## src/hdl/tru_pkg.sv

```systemverilog
// Shared types and constants of the triangular rank-one update block.
// Used by every module of the block but tru_mul; depends on nothing.
package tru_pkg;

   localparam int TRU_MAX_DIM     = 16;
   localparam int TRU_VALUE_BITS  = 32;
   localparam int TRU_FIELD_BITS  = 32;
   localparam int TRU_IDX_BITS    = 4;
   localparam int TRU_COUNT_BITS  = 5;
   localparam int TRU_OP_BITS     = 3;
   localparam int TRU_CSR_BITS    = 2;
   localparam int TRU_ALPHA_RESET = 65536;
   localparam int TRU_COUNT_RESET = 16;

   typedef enum logic [TRU_OP_BITS-1:0] {
      OP_WRITE_X = 3'd0,
      OP_WRITE_Y = 3'd1,
      OP_WRITE_A = 3'd2,
      OP_RUN     = 3'd3,
      OP_READ    = 3'd4
   } tru_op_type;

   typedef enum logic [TRU_CSR_BITS-1:0] {
      CSR_ALPHA = 2'd0,
      CSR_UPPER = 2'd1,
      CSR_ROWS  = 2'd2,
      CSR_COLS  = 2'd3
   } tru_csr_type;

   localparam logic RK_READ   = 1'b0;
   localparam logic RK_FINISH = 1'b1;

   typedef struct packed {
      logic [TRU_OP_BITS-1:0]           req_type;
      logic [TRU_IDX_BITS-1:0]          row_index;
      logic [TRU_IDX_BITS-1:0]          col_index;
      logic signed [TRU_FIELD_BITS-1:0] data_value;
   } tru_req_item_type;

   typedef struct packed {
      logic                             result_kind;
      logic signed [TRU_FIELD_BITS-1:0] entry_value;
      logic                             saturated;
   } tru_rsp_item_type;

   typedef struct packed {
      logic take;
      logic clr_sat;
      logic y_rd;
      logic col_mul_go;
      logic cap_t;
      logic ent_rd;
      logic ent_mul_go;
      logic ent_wr;
      logic rsp_finish;
   } tru_cmd_type;

   typedef struct packed {
      logic                      mul_done;
      logic                      upper;
      logic [TRU_COUNT_BITS-1:0] row_count;
      logic [TRU_COUNT_BITS-1:0] col_count;
   } tru_status_type;

   typedef enum logic [8:0] {
      S_IDLE     = 9'b000000001,
      S_RD_OUT   = 9'b000000010,
      S_COL_RD   = 9'b000000100,
      S_COL_MUL  = 9'b000001000,
      S_COL_WAIT = 9'b000010000,
      S_ROW_CHK  = 9'b000100000,
      S_ENT_MUL  = 9'b001000000,
      S_ENT_WAIT = 9'b010000000,
      S_FINISH   = 9'b100000000
   } tru_state_type;

endpackage

```

## src/hdl/tru_ctrl.sv

```systemverilog
// Controller: request decode and the column/row sequencer of an update run.
// Depends on tru_pkg; drives tru_dpath through command and status structs.
module tru_ctrl #(
   parameter int MAX_DIM = 16
) (
   input  logic                            clock,
   input  logic                            reset,
   input  logic                            start,
   input  logic [tru_pkg::TRU_OP_BITS-1:0] req_op,
   input  tru_pkg::tru_status_type         status,
   output logic                            busy,
   output logic                            rsp_valid,
   output tru_pkg::tru_cmd_type            cmd,
   output logic [$clog2(MAX_DIM)-1:0]      run_row,
   output logic [$clog2(MAX_DIM)-1:0]      run_col
);
   import tru_pkg::*;

   localparam int IDX_W = $clog2(MAX_DIM);
   localparam int CNT_W = $clog2(MAX_DIM + 1);

   tru_state_type state_ff, state_in;
   logic [CNT_W-1:0] i_ff, i_in, j_ff, j_in;
   logic [CNT_W-1:0] m_eff, n_eff;
   logic             row_go;

   always_comb begin
      m_eff = (32'(status.row_count) > MAX_DIM) ? CNT_W'(MAX_DIM)
                                                : CNT_W'(status.row_count);
      n_eff = (32'(status.col_count) > MAX_DIM) ? CNT_W'(MAX_DIM)
                                                : CNT_W'(status.col_count);
      row_go = (i_ff < m_eff) && (!status.upper || (i_ff <= j_ff));
   end

   always_comb begin
      state_in  = state_ff;
      i_in      = i_ff;
      j_in      = j_ff;
      cmd       = '0;
      rsp_valid = 1'b0;
      unique case (state_ff)
         S_IDLE: begin
            if (start) begin
               cmd.take = 1'b1;
               if (req_op == OP_RUN) begin
                  cmd.clr_sat = 1'b1;
                  j_in        = '0;
                  state_in    = (n_eff == '0) ? S_FINISH : S_COL_RD;
               end else if (req_op == OP_READ) begin
                  state_in = S_RD_OUT;
               end
            end
         end
         S_RD_OUT: begin
            rsp_valid = 1'b1;
            state_in  = S_IDLE;
         end
         S_COL_RD: begin
            cmd.y_rd = 1'b1;
            state_in = S_COL_MUL;
         end
         S_COL_MUL: begin
            cmd.col_mul_go = 1'b1;
            state_in       = S_COL_WAIT;
         end
         S_COL_WAIT: begin
            if (status.mul_done) begin
               cmd.cap_t = 1'b1;
               i_in      = status.upper ? '0 : j_ff;
               state_in  = S_ROW_CHK;
            end
         end
         S_ROW_CHK: begin
            if (row_go) begin
               cmd.ent_rd = 1'b1;
               state_in   = S_ENT_MUL;
            end else if ((j_ff + CNT_W'(1)) >= n_eff) begin
               state_in = S_FINISH;
            end else begin
               j_in     = j_ff + CNT_W'(1);
               state_in = S_COL_RD;
            end
         end
         S_ENT_MUL: begin
            cmd.ent_mul_go = 1'b1;
            state_in       = S_ENT_WAIT;
         end
         S_ENT_WAIT: begin
            if (status.mul_done) begin
               cmd.ent_wr = 1'b1;
               i_in       = i_ff + CNT_W'(1);
               state_in   = S_ROW_CHK;
            end
         end
         S_FINISH: begin
            cmd.rsp_finish = 1'b1;
            rsp_valid      = 1'b1;
            state_in       = S_IDLE;
         end
         default: begin
            state_in = S_IDLE;
         end
      endcase
   end

   always_ff @(posedge clock) begin
      if (reset) begin
         state_ff <= S_IDLE;
         i_ff     <= '0;
         j_ff     <= '0;
      end else begin
         state_ff <= state_in;
         i_ff     <= i_in;
         j_ff     <= j_in;
      end
   end

   assign busy    = (state_ff != S_IDLE);
   assign run_row = IDX_W'(i_ff);
   assign run_col = IDX_W'(j_ff);

endmodule

```

## config.mk

```make
export PLATFORM = sky130hd
export DESIGN_NAME = tru_ctrl
export DESIGN_NICKNAME = d
export VERILOG_FILES = /design/src/hdl/tru_pkg.sv /design/src/hdl/tru_ctrl.sv
export SDC_FILE = /design/constraint.sdc
export NUM_CORES = 1
export LEC_CHECK = 0
export ABC_AREA = 1
export BUFFER_PORTS_ARGS = -buffer_cell sky130_fd_sc_hd__buf_2
export CAP_MARGIN = 20
export CORE_MARGIN = 2
export CORE_UTILIZATION = 45
export CTS_BUF_LIST = sky130_fd_sc_hd__clkbuf_8
export DETAILED_ROUTE_END_ITERATION = 8
export PLACE_DENSITY_LB_ADDON = 0.05
export SETUP_SLACK_MARGIN = 0.5
export SLEW_MARGIN = 20
export SYNTH_ARGS = -nofsm -noshare
export SYNTH_HDL_FRONTEND = slang
export SYNTH_SLANG_ARGS = --single-unit
```

## constraint.sdc

```tcl
create_clock -name clock -period 2.1 [get_ports clock]
set_input_delay 0.315 -clock clock [delete_from_list [all_inputs] [get_ports clock]]
set_output_delay 0.315 -clock clock [all_outputs]
set_load 0.005 [all_outputs]
```

# After elaboration in Yosys (flattened, before gate mapping)
# Index checks and enable logic that the tools add are counted.
word_totals:
  out_inout_bits: 19
  inputBits: 18
  wordCells: 73
  regBits: 19
op_classes:
  addsub: 2
  order_cmp: 5
  n_mux: 32
  n_reduce_logical: 11
  n_eq_ne: 20
op_table:
  columns: ["cell", "count"]
  rows:
  - ["2-to-1 mux 9 bit", 7]
  - ["one-hot mux 9 bit (6 select lines)", 1]
  - ["2-to-1 mux 5 bit", 9]
  - ["one-hot mux 5 bit (2 select lines)", 2]
  - ["!= test 2 bit, second input constant", 6]
  - ["2-to-1 mux 1 bit", 11]
  - ["adder 5 x 1 -> 5 bit, second input constant", 2]
  - ["greater-than comparator 5 bit, second input constant", 2]
  - ["equality test 9 x 1 -> 1 bit, second input constant", 1]
  - ["equality test 9 x 2 -> 1 bit, second input constant", 1]
  - ["equality test 9 x 3 -> 1 bit, second input constant", 1]
  - ["equality test 9 x 4 -> 1 bit, second input constant", 1]
  - ["equality test 9 x 5 -> 1 bit, second input constant", 1]
  - ["equality test 9 x 6 -> 1 bit, second input constant", 1]
  - ["equality test 9 x 7 -> 1 bit, second input constant", 1]
  - ["equality test 9 x 8 -> 1 bit, second input constant", 1]
  - ["equality test 9 bit, second input constant", 1]
  - ["!= test 9 x 1 -> 1 bit, second input constant", 1]
  - ["AND reduction 3 bit", 2]
  - [">= comparator 5 bit", 1]
  - ["less-or-equal comparator 5 bit", 1]
  - ["logical NOT 5 bit", 1]
  - ["< comparator 5 bit", 1]
  - ["AND reduction 5 bit", 1]
  - ["10 further kinds", 13]

# Logic depth before layout (Yosys ltp)
# Gate-level depths: netlist of run 1.
logic_depth:
  depth_word: 7
  ltp_mapped: 15
  ltp_nobuf: 15

# Worst setup path after synthesis of run 1
# Ideal clock, no wire load.
synth_path:
  kind: "register -> register"
  start: "register j_ff[0]"
  end: "register j_ff[0]"
  required_time_ns: 1.987
  path_slack_ns: 0.163
  period_less_slack_ns: 1.937
  stages_incl_launch_ff: 14
  path_buffers: 0
  setup_time_ns: 0.113
  arrival_time_ns: 1.824
  cell_sequence: "dfxtp_1 -> ha_1 -> nand3_1 -> xor2_1 -> ha_1 -> and3_1 -> nand2_1 -> nand2_1 -> nand2_2 -> clkinv_2 -> nor2_4 -> nand3_1 -> nand2_1 -> nor2_1"
synth_via:
  elab_chain_cells: 5
  word_cells_on_any_way: 11
  classes_between: "add/sub: 1; order compare: 2; eq/ne: 2; mux: 3; reduce/logical: 3"
synth_rtl:
  columns: ["item", "line_no", "source"]
  rows:
  - ["start: declaration", "tru_ctrl.sv:23", "logic [CNT_W-1:0] i_ff, i_in, j_ff, j_in;"]
  - ["start signal: assignment", "tru_ctrl.sv:114", "j_ff <= j_in;"]
  - ["parallel branches: the longest is 5 deep, another holds adder 5 x 1 -> 5 bit", null, null]
# Parallel ways; which one is timed is not known. The select of a mux whose other input is x is not followed.
# A chain may end at the register's enable or synchronous reset.

# Final worst setup path of run 1
layout_path:
  start: "register j_ff[1]"
  end: "register j_ff[3]"
# The elaborated chain is that of the path after synthesis.

==> results.py, run 1 <==
metrics = {
    "sta": {
        "finalHoldWorstSlack_ps": 335.1,
        "fin_skew_ps": 2.725,
        "min_period_ps": 2003,
        "setup_viol": 0,
        "finalCritPeriodShare": 0.9536,
        "finalHoldViolCount": 0,
        "timing.fmax_ghz": 0.4993,
        "relSlewSlack": 0.6926,
        "tightest_slew_ps": 460.6,
        "slew_viol_final": 0,
        "rsz0062_at_grt": "yes",
    },
    "synth": {
        "ys_ff_latch": 19,
        "syn_area_sq_um": 1799,
        "ys_warn_count": 0,
        "synth.distinct_cells": 32,
        "yosysSeqAreaShare": 0.2114,
        "synth_nets": 318,
        "avgSynthCellArea_sq_um": 6.335,
        "syn_inst": 284,
    },
    "worst_setup_path": {
        "worstPathArrival_ps": 2150,
        "crit_fanout": 5,
        "start_kind": "flip-flop",
        "startpoint": "j_ff[1]",
        "timing.rr.start": "j_ff[1]",
        "cp_data_required_time_ps": 2250,
        "critical_path_class": "reg2reg",
        "crit_path_end_kind": "flip-flop",
    },
    "cts": {
        "clockBufferDepth": 2,
        "cts_tree": "done",
        "root_buffer": "clkbuf_8",
        "clock-sinks": 19,
        "holdBufCountCts": 0,
        "worstSkewPairLatency_ps": 250,
        "htreeDepth": 1,
        "cts_buffers": 3,
        "clk_pin_slew_ps": 70,
    },
    "routing": {
        "via_per_inst": 4.873,
        "ant_nets": 0,
        "drcViolationCount": 0,
        "first_pass_iters": 4,
        "routed_wl_microns": 4885,
        "num_vias": 1949,
        "drt_iter0_drc": 110,
        "wire_per_inst_microns": 12.21,
    },
    "cells_and_area": {
        "final_common_cell": "nand2_1",
        "final_cell_area_sq_um": 2714,
        "mostFrequentLayoutCells": "56 x nand2_1, 35 x buf_2, 32 x buf_4",
        "nFillCells": 338,
        "post_layout_nonfiller_instances": 400,
        "drive_gt1_frac": 0.5028,
        "diodes": 0,
        "multiInputGateArea_sq_um": 1490,
        "final-seq-area_sq_um": 420.4,
        "area_delta_synth_final_pct": 50.83,
        "fin_nets": 387,
    },
    "run_status": {
        "status": "complete, no violations",
    },
    "die": {
        "placement_rows": 22,
        "die_y_microns": 67.23,
        "die_area_sq_um": 4520,
        "die_w_microns": 67.23,
        "initial_core_util": 0.4806,
        "coreArea_sq_um": 3744,
        "ios": 37,
    },
    "global_routing": {
        "grt_start_max_net_pins": 13,
        "gr-usage-met3": 0.03000,
        "grt_antenna_before_repair": 0,
        "grt_pass1_vias": 1690,
        "grt_pass1_wl_microns": 7479,
        "grt_usage": 0.2155,
        "grt.busiest_layer": "met2",
        "grtUsageMet2": 0.3453,
        "grt_use_met1": 0.3016,
        "grt_overflow_total": 0,
    },
    "pwr": {
        "finalPower_mw": 2.460,
        "leakage_nw": 1.370,
        "ir_worst_vdd_v": 0.0006933,
        "p_per_area_nw_per_um2": 906.3,
    },
    "place": {
        "post-place-cells": 358,
        "io_buffers": 36,
        "gp_congestion": 0.8816,
        "dp_hpwl_microns": 3299,
        "place_area_sq_um": 2019,
    },
    "flow_run": {
        "maxCapViolations": 0,
    },
    "hold_path": {
        "hp-class": "in2reg",
        "worstHoldStart": "reset",
    },
}
through the flow:
step | utilization | setup slack (ps) | setup TNS, ps
2_1_floorplan | - | 264.2 | 0
3_3_place_gp | 0.5394 | 104.4 | 0
3_5_place_dp | 0.5394 | 106.3 | 0
4_1_cts | 0.6374 | 151.9 | 0
5_1_grt | 0.7249 | -14.66 | -20.56
6_report | 0.7249 | 97.37 | 0
state kept, by name (all words and copies together) (netlist names):
| name | flops |
|---|---|
| i_ff | 5 |
| j_ff | 5 |
| state_ff | 9 |
cell families after synthesis:
group / synth area share
AOI/OAI and AO/OA: 0.08832
and+or+nand+nor: 0.4374
DFF: 0.2114
adders and majority gates: 0.1113
buffers and inverters: 0.1273
xor gates and xnor gates: 0.02434
final timing paths:
path / end / slack [ps] / depth (start not counted)
min: state_ff[8] / 340 / 2
max: j_ff[3] / 100 / 13
max reg2reg: j_ff[3] / 100 / 13
min reg2reg: j_ff[4] / 510 / 2
where the power goes:
group / switching (mW) / leakage, nW / internal, mW
combinational: 0.944 / 1.18 / 0.762
sequential: 0.0741 / 0.164 / 0.427
clock: 0.122 / 0.0269 / 0.130
total: 1.14 / 1.37 / 1.32
worst max-delay path: stages (launching register included):
cell,delay (ps)
dfxtp_4,410
ha_4,160
nand3_4,60
xor2_2,150
ha_1,300
and3_1,150
nand2_1,60
nand2_2,70
nand2_4,80
clkinv_4,60
nor2_4,180
nand3_1,90
nand2_1,70
nor2_1,40
metal layers:
layer | wire [microns] | share of wire | up-vias
met5 | 0 | 0 | -
met4 | 40 | 0.0082 | 0
met3 | 174 | 0.036 | 4
met2 | 2304 | 0.47 | 38
met1 | 2364 | 0.48 | 870
li1 | - | - | 1037
cell type report:
class | count | share of cell area
Clock buffer | 3 | 0.01521
Tap cell | 48 | 0.02213
Timing Repair Buffer | 75 | 0.1895
Multi-Input combinational cell | 213 | 0.5491
Clock inverter | 1 | 0.001383
Sequential cell | 19 | 0.1549
Inverter | 41 | 0.06777
synth_stat cells:
master / instances / area share
nand3_4: 1 / 0.0097
xor2_1: 5 / 0.024
dfxtp_1: 19 / 0.21
a21oi_4: 1 / 0.0090
and3_1: 1 / 0.0035
inv_1: 35 / 0.073
o21a_1: 1 / 0.0042
nor2_1: 36 / 0.075
nor3b_1: 1 / 0.0042
nor2_4: 5 / 0.031
nand2_4: 1 / 0.0063
nand4_1: 3 / 0.010
nand2_1: 71 / 0.15
clkinv_2: 2 / 0.0056
nand2_2: 7 / 0.024
nand3_1: 22 / 0.061
or2_1: 1 / 0.0035
buf_2: 1 / 0.0028
a21oi_1: 13 / 0.036
inv_2: 4 / 0.0083
clkbuf_1: 2 / 0.0042
nor2_2: 3 / 0.010
a21boi_0: 1 / 0.0042
nand3_2: 3 / 0.017
o21ai_0: 9 / 0.025
o21ai_1: 2 / 0.0056
ha_1: 16 / 0.11
nand3b_1: 1 / 0.0042
buf_4: 8 / 0.033
nor3_1: 7 / 0.019
o211ai_1: 1 / 0.0042
nor3_4: 1 / 0.0090
what timing repair did:
| item | 4_1_cts | 5_1_grt |
|---|---|---|
| pin swaps | 21 | 36 |
| setup endpoints to repair | 17 | 28 |
| buffers inserted | 24 | 14 |
| resized for setup | 33 | 63 |
Power figures use the tool's default switching activity.
==> run 2: changes to the inputs <==
==> constraint.sdc (replaced) <==
create_clock -name clock -period 2.1 [get_ports clock]
set_input_delay 0.21 -clock clock [delete_from_list [all_inputs] [get_ports clock]]
set_output_delay 0.21 -clock clock [all_outputs]
set_load 0.005 [all_outputs]
==> run 2 against run 1 <==
Net effect:
- combinational power fell by 12%
- final cell count decreased by 4.0%
- count of clock-buffer cells in the layout stayed put
- power decreased by 7.8%
- largest cell class unchanged
- fmax increased by 0.94%
- first-iteration DRC count grew 15%
- routed wire length increased by 1.2%
- flip-flop and latch count did not move
- cell area fell by 7.1%
- sequential share of layout area rose by 0.99 points
- global-route usage rose by 0.095 points
- die area unchanged
==> results.py, run 2 (synthesis results as in run 1) <==
metrics = {
    "global_routing": {
        "grt_pass1_vias": 1714,
        "grt_antenna_before_repair": 0,
        "grt_start_max_net_pins": 13,
        "grt_overflow_total": 0,
        "grt_pass1_wl_microns": 7493,
        "grt_usage": 0.2164,
    },
    "place": {
        "gp_congestion": 0.9139,
        "place_ws_ps": 74.76,
        "dp_hpwl_microns": 3303,
        "io_buffers": 36,
    },
    "cells_and_area": {
        "mostFrequentLayoutCells": "64 x nand2_1, 36 x buf_2, 32 x nor2_1",
        "largest_reg_flops": 9,
        "nFillCells": 355,
        "area_delta_synth_final_pct": 40.06,
        "diodes": 0,
        "largest_registers": "state_ff: 9 flops, i_ff: 5 flops, j_ff: 5 flops",
        "fin_nets": 371,
        "regMostFlops": "state_ff",
        "final_common_cell": "nand2_1",
        "drive_gt1_frac": 0.4464,
    },
    "hold_path": {
        "whs_path_depth": 2,
        "hp-class": "in2reg",
    },
    "sta": {
        "fin_skew_ps": 0.8789,
        "slew_viol_final": 0,
        "postLayoutSetupSlackWorst_ps": 116.0,
        "relSlewSlack": 0.6886,
        "min_period_ps": 1984,
        "finalCritPeriodShare": 0.9448,
        "timing.fmax_ghz": 0.5040,
        "tightest_slew_ps": 465.6,
        "rsz0062_at_grt": "yes",
        "finalHoldWorstSlack_ps": 219.0,
        "fin_setup_tns_ps": 0,
        "setup_viol": 0,
        "finalHoldViolCount": 0,
    },
    "die": {
        "die_y_microns": 67.23,
        "initial_core_util": 0.4806,
        "ios": 37,
        "die_area_sq_um": 4520,
        "placement_rows": 22,
        "die_w_microns": 67.23,
        "coreArea_sq_um": 3744,
    },
    "cts": {
        "worstSkewPairLatency_ps": 260,
        "cts_tree": "done",
        "clk_pin_slew_ps": 80,
        "cts_buffers": 3,
        "holdBufCountCts": 0,
        "clock-sinks": 19,
        "htreeDepth": 1,
        "clockBufferDepth": 2,
        "root_buffer": "clkbuf_8",
    },
    "flow_run": {
        "maxCapViolations": 0,
    },
    "routing": {
        "first_pass_iters": 4,
        "routed_wl_microns": 4942,
        "wire_per_inst_microns": 12.87,
        "drcViolationCount": 0,
        "via_per_inst": 5.005,
        "ant_nets": 0,
        "drt_iter0_drc": 127,
        "num_vias": 1922,
    },
    "worst_setup_path": {
        "cp.depth": 13,
        "cpMostUsedCell": "nand2_4",
        "slowest_delay_ps": 390,
        "critical-path-slowest-cell": "dfxtp_4",
        "cp_data_required_time_ps": 2260,
        "critical_path_buf_inv_count": 1,
        "crit_family": "simple AND/OR/NAND/NOR gates",
        "ff2ff_path_depth": 13,
        "critical_path_class": "reg2reg",
        "crit_path_end_kind": "flip-flop",
        "worstPathArrival_ps": 2150,
        "crit_chain": "ha_4, nand3_4, xor2_4, ha_4, and3_4, nand2_4, nand2_4, nand2_4, inv_4, nor2_4, nand3_2, nand2_2, nor2_1",
        "start_kind": "flip-flop",
        "crit_fanout": 5,
    },
    "pwr": {
        "p_seq_frac": 0.217,
        "p_clk_frac": 0.120,
        "internal-power_mw": 1.175,
        "power_frac_comb": 0.663,
        "p_sw_frac": 0.4822,
        "p_per_area_nw_per_um2": 900.2,
        "p_switching_mw": 1.094,
        "finalPower_mw": 2.269,
        "leakage_nw": 1.268,
        "ir_worst_vdd_v": 0.0005803,
    },
    "run_status": {
        "status": "complete, no violations",
    },
}
==> run 2: cell types whose count changed in the layout (fill, tap and decap cells not counted), moves of 2 or more <==
cell     previous run  this run
inv_1              26        29
buf_4              32        22
nand2_2            16         9
nand3_4             4         2
buf_6               7         1
nor2_1             30        32
inv_4               7         4
nand3_2             8        11
dfxtp_1             3         5
nand2_1            56        64
==> run 2: power by group through the flow <==
stage	Clock [mW]	Combinational, mW	Sequential (mW)
2_1_floorplan	0	0.896	0.482
3_3_place_gp	0	1.10	0.493
3_5_place_dp	0	1.10	0.495
4_1_cts	0.275	1.19	0.481
5_1_grt	0.291	1.68	0.499
6_report	0.272	1.51	0.492
==> run 2: worst paths after layout <==
check	start	end	slack (ps)
max	j_ff[1]	j_ff[2]	120
min	reset	state_ff[8]	220
max reg2reg	j_ff[1]	j_ff[2]	120
min reg2reg	j_ff[4]	j_ff[4]	510
==> run 2: worst register-to-register path, delay by kind of cell, from the launching register on <==
family / cells / cell delay, ps
buf+inv: 1 / 40
flops: 1 / 390
fa+ha+maj: 2 / 410
xor+xnor: 1 / 200
simple gates: 9 / 840
==> run 2: layout make-up <==
class	count	area (sq um)	share of cell area
Multi-Input combinational cell	213	1473	0.5844
Sequential cell	19	415.4	0.1648
Timing Repair Buffer	59	356.6	0.1415
Inverter	41	168.9	0.06703
Tap cell	48	60.06	0.02383
Clock buffer	3	41.29	0.01639
Clock inverter	1	5.005	0.001986
==> run 2: metrics by stage <==
step                        util  instances  instance area, sq um
final                     0.6731        384                  2520
after global routing      0.6731        384                  2520
after CTS                 0.5826        374                  2181
after detailed placement  0.5394        360                  2019
after global placement    0.5394        360                  2019
after floorplan                -        284                  1829
==> run 2: what timing repair did <==
| action | in CTS | in global routing |
|---|---|---|
| endpoints found under the setup margin | 10 | 23 |
| setup buffers | 10 | 10 |
| resized for setup | 12 | 64 |
| endpoints found under the hold margin | 0 | 0 |
| pin swaps | 8 | 26 |
==> run 2: metal layers <==
metal / wire length, microns / part of all wire / track usage
met3: 217 / 0.044 / 0.03500
met2: 2385 / 0.48 / 0.3552
met1: 2242 / 0.45 / 0.2898
met4: 97 / 0.020 / 0.06888
met5: 0 / 0 / 0
==> run 3: changes to the inputs <==
--- a/config.mk
+++ b/config.mk
@@ -8,6 +8,7 @@
 export ABC_AREA = 1
 export BUFFER_PORTS_ARGS = -buffer_cell sky130_fd_sc_hd__buf_2
 export CAP_MARGIN = 20
+export CORE_ASPECT_RATIO = 1.25
 export CORE_MARGIN = 2
 export CORE_UTILIZATION = 45
 export CTS_BUF_LIST = sky130_fd_sc_hd__clkbuf_8
==> run 3 against run 2 <==
Net effect:
- die area about the same
- setup slack better by 33 ps
- combinational power down 15%
- power down 11%
- highest routed layer unchanged
- count of clock-buffer cells in the layout unchanged
- via count down 3.7%
==> results.py, run 3 (synthesis results as in run 1) <==
metrics = {
    "run_status": {
        "status": "complete, no violations",
    },
    "cts": {
        "cts_buffers": 3,
        "worstSkewPairLatency_ps": 250,
        "clockBufferDepth": 2,
        "holdBufCountCts": 0,
        "clock-sinks": 19,
        "root_buffer": "clkbuf_8",
        "htreeDepth": 1,
        "cts_tree": "done",
        "clk_pin_slew_ps": 70,
    },
    "cells_and_area": {
        "drive_gt1_frac": 0.3576,
        "diodes": 0,
        "largest_reg_flops": 9,
        "final_core_utilization": 0.6049,
        "post_layout_nonfiller_instances": 384,
        "fin_nets": 365,
        "regMostFlops": "state_ff",
        "final_cell_area_sq_um": 2308,
        "final_common_cell": "nand2_1",
        "largest_registers": "state_ff: 9 flops, i_ff: 5 flops, j_ff: 5 flops",
        "mostFrequentLayoutCells": "67 x nand2_1, 36 x buf_2, 34 x inv_1",
        "area_delta_synth_final_pct": 28.30,
    },
    "worst_setup_path": {
        "crit_fanout": 5,
        "worstReg2RegEnd": "j_ff[3]",
        "ff2ff_path_depth": 13,
        "critical-path-slowest-cell": "dfxtp_4",
        "cp_data_required_time_ps": 2250,
        "r2r_setup_slack_ps": 150,
        "startpoint": "j_ff[0]",
        "timing.rr.start": "j_ff[0]",
        "start_kind": "flip-flop",
        "crit_path_end_kind": "flip-flop",
        "crit_chain": "ha_4, nand3_4, xor2_2, ha_1, and3_1, nand2_1, nand2_2, nand2_4, inv_4, nor2_4, nand3_1, nand2_1, nor2_1",
        "critical_path_class": "reg2reg",
        "worstPathArrival_ps": 2100,
        "slowest_delay_ps": 390,
        "cpMostUsedCell": "nand2_1",
    },
    "place": {
        "post-place-cells": 365,
        "io_buffers": 36,
        "place_area_sq_um": 2019,
        "gp_congestion": 0.8708,
        "dp_hpwl_microns": 3424,
        "place_ws_ps": 107.0,
    },
    "die": {
        "die_w_microns": 60.56,
        "initial_core_util": 0.4715,
        "ios": 37,
        "placement_rows": 25,
        "coreArea_sq_um": 3816,
        "die_area_sq_um": 4523,
        "die_y_microns": 74.70,
    },
    "global_routing": {
        "grt_overflow_total": 0,
        "grt_usage": 0.1910,
        "grt_pass1_vias": 1568,
        "grt_antenna_before_repair": 0,
        "grt_start_max_net_pins": 13,
        "grt_pass1_wl_microns": 6679,
    },
    "routing": {
        "num_vias": 1851,
        "wire_per_inst_microns": 11.54,
        "dr_wl_met2_microns": 2355,
        "wl_met3_microns": 68,
        "wl_met1_microns": 1960,
        "drcViolationCount": 0,
        "drt_iter0_drc": 42,
        "routed_wl_microns": 4430,
        "first_pass_iters": 4,
        "highest_layer": "met4",
        "via_per_inst": 4.820,
        "ant_nets": 0,
    },
    "sta": {
        "timing.fmax_ghz": 0.5125,
        "slew_viol_final": 0,
        "rsz0062_at_grt": "yes",
        "postLayoutSetupSlackWorst_ps": 148.9,
        "setup_viol": 0,
        "finalCritPeriodShare": 0.9291,
        "fin_setup_tns_ps": 0,
        "min_period_ps": 1951,
        "tightest_slew_ps": 434.1,
        "finalHoldWorstSlack_ps": 217.9,
        "finalHoldViolCount": 0,
        "relSlewSlack": 0.7103,
        "fin_skew_ps": 2.468,
    },
    "hold_path": {
        "whs_path_depth": 2,
        "worstHoldStart": "reset",
        "hp-class": "in2reg",
        "holdPathEnd": "state_ff[8]",
    },
    "pwr": {
        "ir_worst_vdd_v": 0.0006158,
        "leakage_nw": 1.221,
        "finalPower_mw": 2.028,
        "p_per_area_nw_per_um2": 878.6,
    },
    "flow_run": {
        "maxCapViolations": 0,
    },
}
==> run 3: cell types whose count changed in the layout (fill, tap and decap cells not counted), sizes merged <==
cell	change
clkinv	-1
buf	-6
inv	+1
==> run 3: worst max-delay path, delay by kind of cell, from the launching register on <==
family | cells | cell delay (ps)
buffers and inverters | 1 | 40
adder cells (fa/ha/maj) | 2 | 460
flip-flops | 1 | 390
XOR/XNOR | 1 | 150
AND/OR/NAND/NOR | 9 | 810
==> run 3: how the worst max path moves through the flow <==
stage / end / slack, ps / depth (start not counted)
final: j_ff[3] / 150 / 13
after floorplan: j_ff[0] / 260 / 13
after global placement: cmd[3] / 100 / 12
after CTS: j_ff[3] / 180 / 13
after detailed placement: cmd[3] / 110 / 12
after global routing: j_ff[3] / 50 / 13
==> run 3: repair_timing <==
| action | 4_1_cts | 5_1_grt |
|---|---|---|
| hold endpoints to repair | 0 | 0 |
| pin swaps | 8 | 17 |
| gates resized for setup | 11 | 31 |
| endpoints found under the setup margin | 9 | 16 |
| buffers inserted | 7 | 8 |
==> run 3: per-layer routing <==
layer / GRT usage / vias up
met2: 0.3539 / 18
met3: 0.02062 / 4
li1: - / 989
met1: 0.2305 / 840
met4: 0.05314 / 0
met5: 0 / -
==> run 3: layout make-up <==
class	instances	area, sq um
Fill cell	390	1508
Multi-Input combinational cell	213	1314
Sequential cell	19	407.9
Timing Repair Buffer	53	307.8
Inverter	41	166.4
Tap cell	54	67.56
Clock buffer	3	41.29
Clock inverter	1	3.754
==> run 3: where the power goes <==
| part | internal, mW | switching [mW] |
|---|---|---|
| Clock | 0.130 | 0.117 |
| Sequential | 0.428 | 0.0660 |
| Combinational | 0.512 | 0.776 |
